File: config.mk
export PLATFORM = sky130hd
export DESIGN_NAME = swm_cell
export DESIGN_NICKNAME = d
export VERILOG_FILES = /design/src/rtl/core/swm_pkg.sv /design/src/rtl/core/swm_cell.sv
export SDC_FILE = /design/constraint.sdc
export NUM_CORES = 1
export LEC_CHECK = 0
export BUFFER_PORTS_ARGS = -buffer_cell sky130_fd_sc_hd__buf_4
export CAP_MARGIN = 20
export CORE_UTILIZATION = 30
export DETAILED_ROUTE_END_ITERATION = 10
export PLACE_DENSITY = 0.51
export SLEW_MARGIN = 10
export SYNTH_ARGS = -nofsm -noshare
export SYNTH_HDL_FRONTEND = slang
export SYNTH_SLANG_ARGS = --single-unit
File: constraint.sdc
create_clock -name i_clk -period 12.37 [get_ports i_clk]
set_input_delay 3.711 -clock i_clk [delete_from_list [all_inputs] [get_ports i_clk]]
set_output_delay 3.711 -clock i_clk [all_outputs]
set_load 0.05 [all_outputs]
File: src/rtl/core/swm_pkg.sv
package swm_pkg;

    // Fixed field widths
    localparam int SAMPLE_W       = 16;
    localparam int CFG_W          = 9;
    localparam int SUM_W          = 48;

    // Default depth of the cell chain
    localparam int MAX_WINDOW_DEF = 256;

    // Window size after reset
    localparam logic [CFG_W-1:0] WS_RESET = CFG_W'(3);

    // Sum saturation value
    localparam logic [SUM_W-1:0] SUM_MAX  = '1;

    // Control flags of the token that walks the cell chain
    typedef struct packed {
        logic vld;    // token present at this cell boundary
        logic ins;    // new sample already placed upstream
        logic del;    // expired entry already dropped upstream
        logic found;  // median already picked upstream
    } t_tok_ctl;

endpackage

File: src/rtl/core/swm_cell.sv
// One slot of the sorted window. The token visits each cell once per sample,
// rewrites its slot with the next element of the merged order and passes on.
module swm_cell import swm_pkg::*; #(
    parameter  int MAX_WINDOW = MAX_WINDOW_DEF,
    localparam int AW         = (MAX_WINDOW > 1) ? $clog2(MAX_WINDOW) : 1,
    localparam int KW         = $clog2(MAX_WINDOW + 1)
) (
    input  logic                i_clk,
    input  logic                i_rst_n,
    // broadcast from the top level for the current sample
    input  logic [SAMPLE_W-1:0] i_new,
    input  logic                i_clr,
    input  logic [KW-1:0]       i_k,
    input  logic [KW-1:0]       i_rank,
    // token from the left neighbor
    input  t_tok_ctl            i_tok,
    input  logic [SAMPLE_W-1:0] i_prev_v,
    input  logic [AW-1:0]       i_prev_age,
    input  logic                i_prev_vld,
    input  logic [KW-1:0]       i_cnt,
    input  logic [SAMPLE_W-1:0] i_med,
    // stored entry of the right neighbor
    input  logic [SAMPLE_W-1:0] i_nxt_v,
    input  logic [AW-1:0]       i_nxt_age,
    input  logic                i_nxt_vld,
    // own stored entry
    output logic [SAMPLE_W-1:0] o_v,
    output logic [AW-1:0]       o_age,
    output logic                o_vld,
    // token to the right neighbor
    output t_tok_ctl            o_tok,
    output logic [SAMPLE_W-1:0] o_prev_v,
    output logic [AW-1:0]       o_prev_age,
    output logic                o_prev_vld,
    output logic [KW-1:0]       o_cnt,
    output logic [SAMPLE_W-1:0] o_med
);

    localparam logic [AW-1:0] AGE_LAST = AW'(MAX_WINDOW - 1);

    logic [SAMPLE_W-1:0] r_v;
    logic [AW-1:0]       r_age;
    logic                r_vld;

    t_tok_ctl            r_tok;
    logic [SAMPLE_W-1:0] r_prev_v;
    logic [AW-1:0]       r_prev_age;
    logic                r_prev_vld;
    logic [KW-1:0]       r_cnt;
    logic [SAMPLE_W-1:0] r_med;

    logic                cur_vld;
    logic                nxt_vld;
    logic                cur_del;
    logic                del_now;
    logic [SAMPLE_W-1:0] head_v;
    logic [AW-1:0]       head_age;
    logic                head_vld;
    logic                take_new;
    logic [SAMPLE_W-1:0] n_v;
    logic [AW-1:0]       n_age;
    logic                n_vld;
    logic                in_win;
    logic [KW-1:0]       n_cnt;
    t_tok_ctl            n_tok;
    logic [SAMPLE_W-1:0] n_med;

    // A clearing sample sees every old entry as empty
    assign cur_vld = r_vld & ~i_clr;
    assign nxt_vld = i_nxt_vld & ~i_clr;
    assign cur_del = cur_vld && (r_age == AGE_LAST);
    assign del_now = ~i_tok.del & cur_del;

    // Head of the remaining old elements, given what happened upstream
    always_comb begin
        if (i_tok.ins && !i_tok.del) begin
            head_v   = i_prev_v;
            head_age = i_prev_age;
            head_vld = i_prev_vld;
        end else if (i_tok.ins || (!i_tok.del && !cur_del)) begin
            head_v   = r_v;
            head_age = r_age;
            head_vld = cur_vld;
        end else begin
            head_v   = i_nxt_v;
            head_age = i_nxt_age;
            head_vld = nxt_vld;
        end
    end

    // New sample goes in ahead of the first head that is empty or not smaller than it
    assign take_new = !i_tok.ins && (!head_vld || (i_new <= head_v));

    always_comb begin
        if (take_new) begin
            n_v   = i_new;
            n_age = '0;
            n_vld = 1'b1;
        end else begin
            n_v   = head_v;
            n_age = head_age + AW'(1);
            n_vld = head_vld;
        end
    end

    // Rank count over entries young enough to be in the window
    assign in_win = n_vld && (KW'(n_age) < i_k);
    assign n_cnt  = i_cnt + KW'(in_win);

    always_comb begin
        n_tok       = i_tok;
        n_tok.ins   = i_tok.ins | take_new;
        n_tok.del   = i_tok.del | del_now;
        n_med       = i_med;
        if (!i_tok.found && in_win && (n_cnt == i_rank)) begin
            n_tok.found = 1'b1;
            n_med       = n_v;
        end
    end

    // Slot valid bit
    always_ff @(posedge i_clk) begin
        if (!i_rst_n) begin
            r_vld <= 1'b0;
        end else if (i_tok.vld) begin
            r_vld <= n_vld;
        end
    end

    // Slot payload
    always_ff @(posedge i_clk) begin
        if (i_tok.vld) begin
            r_v   <= n_v;
            r_age <= n_age;
        end
    end

    // Token control hand-off
    always_ff @(posedge i_clk) begin
        if (!i_rst_n) begin
            r_tok <= '0;
        end else begin
            r_tok.vld <= i_tok.vld;
            if (i_tok.vld) begin
                r_tok.ins   <= n_tok.ins;
                r_tok.del   <= n_tok.del;
                r_tok.found <= n_tok.found;
            end
        end
    end

    // Token payload hand-off; the old entry moves right when pushed
    always_ff @(posedge i_clk) begin
        if (i_tok.vld) begin
            r_prev_v   <= r_v;
            r_prev_age <= r_age;
            r_prev_vld <= cur_vld;
            r_cnt      <= n_cnt;
            r_med      <= n_med;
        end
    end

    assign o_v        = r_v;
    assign o_age      = r_age;
    assign o_vld      = r_vld;
    assign o_tok      = r_tok;
    assign o_prev_v   = r_prev_v;
    assign o_prev_age = r_prev_age;
    assign o_prev_vld = r_prev_vld;
    assign o_cnt      = r_cnt;
    assign o_med      = r_med;

endmodule

# Yosys cells after proc, flatten, opt, wreduce, memory -nomap -nowiden
# Cells that the tools add are included.
[word_totals] reg_bits=79 in_bits=116
[classes] n_mux=11 reduce_logical=14 bitwise_logic=7 order_cmp=2 add_sub_neg=2 eq_ne=2
[op_table] cell="$mux W16" count=4
[op_table] cell="$mux W8" count=3
[op_table] cell="$le A16 B16 Y1" count=1
[op_table] cell="$add A9 B1 Y9" count=1
[op_table] cell="$eq A9 B9 Y1" count=1
[op_table] cell="$lt A8 B9 Y1" count=1
[op_table] cell="$add A8 B1 Y8 const B" count=1
[op_table] cell="$eq A8 B8 Y1 const B" count=1
[op_table] cell="$logic_and A1 B1 Y1" count=7
[op_table] cell="$logic_not A1 Y1" count=5
[op_table] cell="$mux W1" count=4
[op_table] cell="$and A1 B1 Y1" count=3
[op_table] cell="$logic_or A1 B1 Y1" count=2
[op_table] cell="$not A1 Y1" count=2
[op_table] cell="$or A1 B1 Y1" count=2

# Depth between registers and ports, before layout
[logic_depth] word_depth=18 mapped_depth=33 mapped_depth_nobuf=30

# Worst setup path before layout
# No wires, ideal clock.
[synth_timing] kind="input to register" start="in i_clr" end="reg r_med[10] (netlist: o_med[10]), data pin" arrival_time_ns=10.429 slack_ns=1.681 n_path_buf=3 path_stages=33 t_required_ns=12.110 cell_sequence="nand2b_1 inv_2 a31oi_4 nor2_1 clkbuf_1 a22o_1 a21o_1 inv_1 ha_1 nand4_1 nor3_1 a21boi_0 or4_1 a21oi_2 buf_6 nor2_1 ha_1 a21oi_1 o21ai_0 a221oi_1 nand3b_1 a21oi_1 or2_2 ha_1 ha_1 nand3_1 xnor2_1 xor2_1 or3b_2 nor4_1 o21ai_4 buf_4 mux2_2"
[synth_via] elab_chain_len=18 elab_cells_between_ends=28
[synth_lines] element="start: declaration" line="swm_cell.sv:12" source="input logic i_clr,"
[synth_lines] element="$not A1 Y1 (*)" line="swm_cell.sv:69" source="assign cur_vld = r_vld & ~i_clr;"
[synth_lines] element="$and A1 B1 Y1 (*)" line="swm_cell.sv:69"
[synth_lines] element="via cur_vld" line="swm_cell.sv:52" source="logic cur_vld;"
[synth_lines] element="$logic_and A1 B1 Y1" line="swm_cell.sv:71" source="assign cur_del = cur_vld && (r_age == AGE_LAST);"
[synth_lines] element="$logic_not A1 Y1" line="swm_cell.sv:80" source="end else if (i_tok.ins || (!i_tok.del && !cur_del)) begin"
[synth_lines] element="$logic_and A1 B1 Y1" line="swm_cell.sv:80"
[synth_lines] element="$logic_or A1 B1 Y1" line="swm_cell.sv:80"
[synth_lines] element="$mux W16 or $mux W1 (tied branches)" line="swm_cell.sv:80"
[synth_lines] element="[... 5 more ...]"
[synth_lines] element="via n_age[4]" line="swm_cell.sv:61" source="logic [AW-1:0] n_age;"
[synth_lines] element="$lt A8 B9 Y1 (*)" line="swm_cell.sv:107" source="assign in_win = n_vld && (KW'(n_age) < i_k);"
[synth_lines] element="$logic_and A1 B1 Y1 (*)" line="swm_cell.sv:107"
[synth_lines] element="$add A9 B1 Y9 (*)" line="swm_cell.sv:108" source="assign n_cnt = i_cnt + KW'(in_win);"
[synth_lines] element="via n_cnt[4]" line="swm_cell.sv:64" source="logic [KW-1:0] n_cnt;"
[synth_lines] element="$eq A9 B9 Y1 (*)" line="swm_cell.sv:115" source="if (!i_tok.found && in_win && (n_cnt == i_rank)) begin"
[synth_lines] element="$logic_and A1 B1 Y1 (*)" line="swm_cell.sv:115"
[synth_lines] element="$mux W16 (*)" line="swm_cell.sv:115"
[synth_lines] element="via n_med[10]" line="swm_cell.sv:66" source="logic [SAMPLE_W-1:0] n_med;"
[synth_lines] element="end signal: assignment" line="swm_cell.sv:159" source="r_med <= n_med;"
[synth_lines] element="end: declaration" line="swm_cell.sv:50" source="logic [SAMPLE_W-1:0] r_med;"
# Mark *: on every way through the listed nets, which the timed path passes. The rest lies on a longest branch.
# A chain may end at the register's enable or synchronous reset.

# Worst setup path after layout
[layout_timing] start="in i_clr" end="reg r_med[14] (netlist: o_med[14]), data pin"
# The elaborated chain is that of the path after synthesis.

==> metrics.md <==
| Metric | Value |
|---|---|
| Register bit total from synthesis | 79 |
| Drt first pass iters | 4 |
| Remaining routing DRC violations | 0 |
| HPWL Detailed | 10400 um |
| Crit end category | register |
| # clock sinks | 79 |
| Die Wd | 126 um |
| Fin. max-slew vios | 0 |
| Worst setup SP type | primary input |
| Layout area overhead | 42.9% |
| Gr usage total | 0.172 |
| Pre-CTS setup slack | 0.710 ns |
| Clk slew on worst S/H paths | 0.06 ns |
| Placeable Area | 0.0151 sq mm |
| Starting Density | 0.306 |
| Cell area after layout | 0.00661 sq mm |
| Reg2Reg Setup Slack | 4.04 ns |
| Critical Setup Path Class | in2reg |
| Average wire per standard cell | 17.3 um |
| WL final | approximately 13000 um |
| Async S/R FF share, synth | 0 |
| 1st-iter DRT viols | approximately 200 |
| Final worst path period share | 0.906 |
| Status | complete, no violations |
| Final Skew | ~0.01 ns |
| Gpl congestion | 0.859 |
| CTS Hold Bufs | 0 |
| Layout cells sized above 1 | 0.445 |
| Worst-Skew Late Latency | roughly 0.34 ns |
| Hold Crit Endpoint | o_prev_v[10]$_DFFE_PP_ |
| Final #Nets | roughly 700 |
| PD cells | 131 mW/mm^2 |
| Final hold viol count | 0 |
| Gr ovfl total | 0 |
| Critical-path top delay cell | or4_1 |
| Max cap viols | 0 |
| DIE HEIGHT | 126 um |
| Avg Cell Area, Syn | 12.2 sq um |
| Avg Vias per Cell | slightly below 5 |
| ANT nets after route | 0 |
| Most used cell, CP | ha_1 |
| Top FF cell, synth | edfxtp_1 |
| Final setup violation count | 0 |
| Unique cell type count in the Yosys netlist | between 50 and 60 |
| CP max FO | 24 |
| First-pass GRT wire length | 20700 um |
| Worst Path Arrival | between 10 and 15 ns |
| Vias in the first global route | 3871 |
| HP Start | o_v[10]$_DFFE_PP_ |
| H-Tree Depth | 3 |
| WP buf/inv | 5 |
| Syn Inst Count | 380 |
| Worst Hold Depth | 0 |
| Largest net degree at the start of global routing | 43 |
| Placed cell areas | ~0.0063 sq mm |
| Worst slew margin | 0.345 |
| Multi-input logic area | ~0.0021 sq mm |
| Fill count | 1435 |
| Root buffer cell | clkbuf_16 |
| Total number of yosys warnings | 0 |
| DR vias | between 3000 and 4000 |
| Placement Rows | 45 |
| Final worst-path setup slack | around 1.2 ns |
| Cell area after synthesis | 0.00463 sq mm |
| Worst vdd ir | 0.0560 mV |
| CP Data Required Time | 12.46 ns |
| RSZ-0062 raised after global routing | no |
| R2R Path End | o_med[14]$_DFFE_PP_ |
| Post-CTS setup buffer count | 0 |
| Minimum clock period | 11.21 ns |
| Reg2Reg Depth | 31 |
| Initial antenna violation count | 0 |
| Port Buffers | 194 |
| Worst-margin pin slew | just under 1 ns |
| Register Area | 0.00232 sq mm |
| Register area share after synthesis | 0.502 |
| CTS resizes | 0 |
| CTS tree | yes |
| Syn Nets | 522 |
| # diodes | 0 |
| Worst path top cell family by delay | simple AND/OR/NAND/NOR gates |
| Leakage | 2.98 nW |
| Maximum clock frequency | 89.2 MHz |
| Setup TNS | 0 ns |
| Worst r2r src | o_age[6]$_DFFE_PP_ |
| Hold crit path type | reg2reg |
| CTS Buf Count | 9 |
| Clk buf depth | 2 |
| Post-synth EDFFs | 74 |
| Die ar. | 0.0159 sq mm |
| Max incr delay on CP | slightly above 0.6 ns |
| I/O Pins | 195 |
[routing by layer]
metal,part of all wire,routed length [um],track usage,vias to the layer above
met5,0,0,0,-
met4,0.024,318,0.0744,0
met3,0.074,982,0.0523,19
met2,0.47,6300,0.277,142
met1,0.43,5750,0.212,1803
li1,-,-,-,1838
[worst register-to-register path: cells and delay by family (launching register included)]
family,cells,cell delay (ns)
compound gates,9,2.00
flops,1,0.47
mux,1,0.37
simple gates,12,3.22
fa+ha+maj,4,1.04
xor+xnor,2,0.30
buf+inv,3,0.69
[power by group]
part           total, mW  leakage [nW]  switching [mW]  internal (mW)
Sequential         0.335         0.773          0.0146          0.321
Combinational      0.247          2.07           0.150         0.0968
Clock              0.286         0.142           0.109          0.177
[flip-flops by register name, indices dropped and copies added (netlist names)]
name	count
o_prev_vld	1
o_v	16
o_age	8
o_prev_v	16
o_tok	4
o_cnt	9
o_med	16
o_prev_age	8
o_vld	1
[kinds of logic (layout without fill, tap and decap cells)]
| kind of cell | after synthesis | after routing | synth area share |
|---|---|---|---|
| multiplexers | 43 | 43 | 0.111 |
| XOR/XNOR | 21 | 21 | 0.0427 |
| flip-flops | 79 | 79 | 0.502 |
| buffers and inverters | 43 | 245 | 0.0400 |
| AO/OA/AOI/OAI | 79 | 79 | 0.129 |
| adder cells (fa/ha/maj) | 26 | 26 | 0.0703 |
| AND/OR/NAND/NOR | 89 | 89 | 0.105 |
[layout make-up]
type,instances,share of cell area
flip-flops and latches,79,0.351
multi-input cells,258,0.323
repair buffers,199,0.226
well taps,188,0.0356
clock buffers,11,0.0352
inverters,30,0.0170
clock inverters,5,0.0125
[cells in the final DEF (no fill, tap or decap), drive strengths merged, types with 4 or more instances in the layout]
| cell | count |
|---|---|
| a21o | 16 |
| a21oi | 16 |
| a22o | 15 |
| and2 | 4 |
| and4 | 4 |
| buf | 199 |
| clkbuf | 11 |
| dfxtp | 5 |
| edfxtp | 74 |
| ha | 26 |
| inv | 30 |
| mux2 | 34 |
| mux2i | 9 |
| nand2 | 19 |
| nand2b | 4 |
| nand3 | 8 |
| nand4 | 8 |
| nand4b | 4 |
| nor2 | 17 |
| nor2b | 4 |
| nor3 | 5 |
| o21ai | 9 |
| xnor2 | 10 |
| xor2 | 10 |
[stage by stage]
step	hold slack (ns)	util	power, mW	instances
CTS	0.508	0.437	0.878	770
finish	0.499	0.437	0.868	770
global placement	0.472	0.416	0.587	754
detailed placement	0.492	0.416	0.589	754
global route	0.525	0.437	0.906	770
floorplan	0.748	-	0.494	380
[cell usage after synthesis (10+ instances only)]
cell       n  area [sq um]
a21oi_1   15          75.1
a21o_1    16           120
mux2_4    11           165
nor2_1    17          63.8
ha_1      26           325
mux2_2    23           259
xnor2_1   10          87.6
inv_1     29           109
edfxtp_1  74          2220
a22o_1    15           131
xor2_1    10          87.6
nand2_1   19          71.3
[how the worst max path moves through the flow]
stage / endpoint / depth (start not counted) / slack [ns] / start
4_1_cts: o_med[7]$_DFFE_PP_ / 33 / 1.02 / i_clr
3_5_place_dp: o_med[14]$_DFFE_PP_ / 33 / 0.71 / i_clr
3_3_place_gp: o_med[9]$_DFFE_PP_ / 33 / 0.98 / i_clr
5_1_grt: o_med[12]$_DFFE_PP_ / 33 / 0.39 / i_clr
6_report: o_med[14]$_DFFE_PP_ / 33 / 1.16 / i_clr
2_1_floorplan: o_med[10]$_DFFE_PP_ / 33 / 1.68 / i_clr
Note: power is estimated with default switching activity, not from simulation.
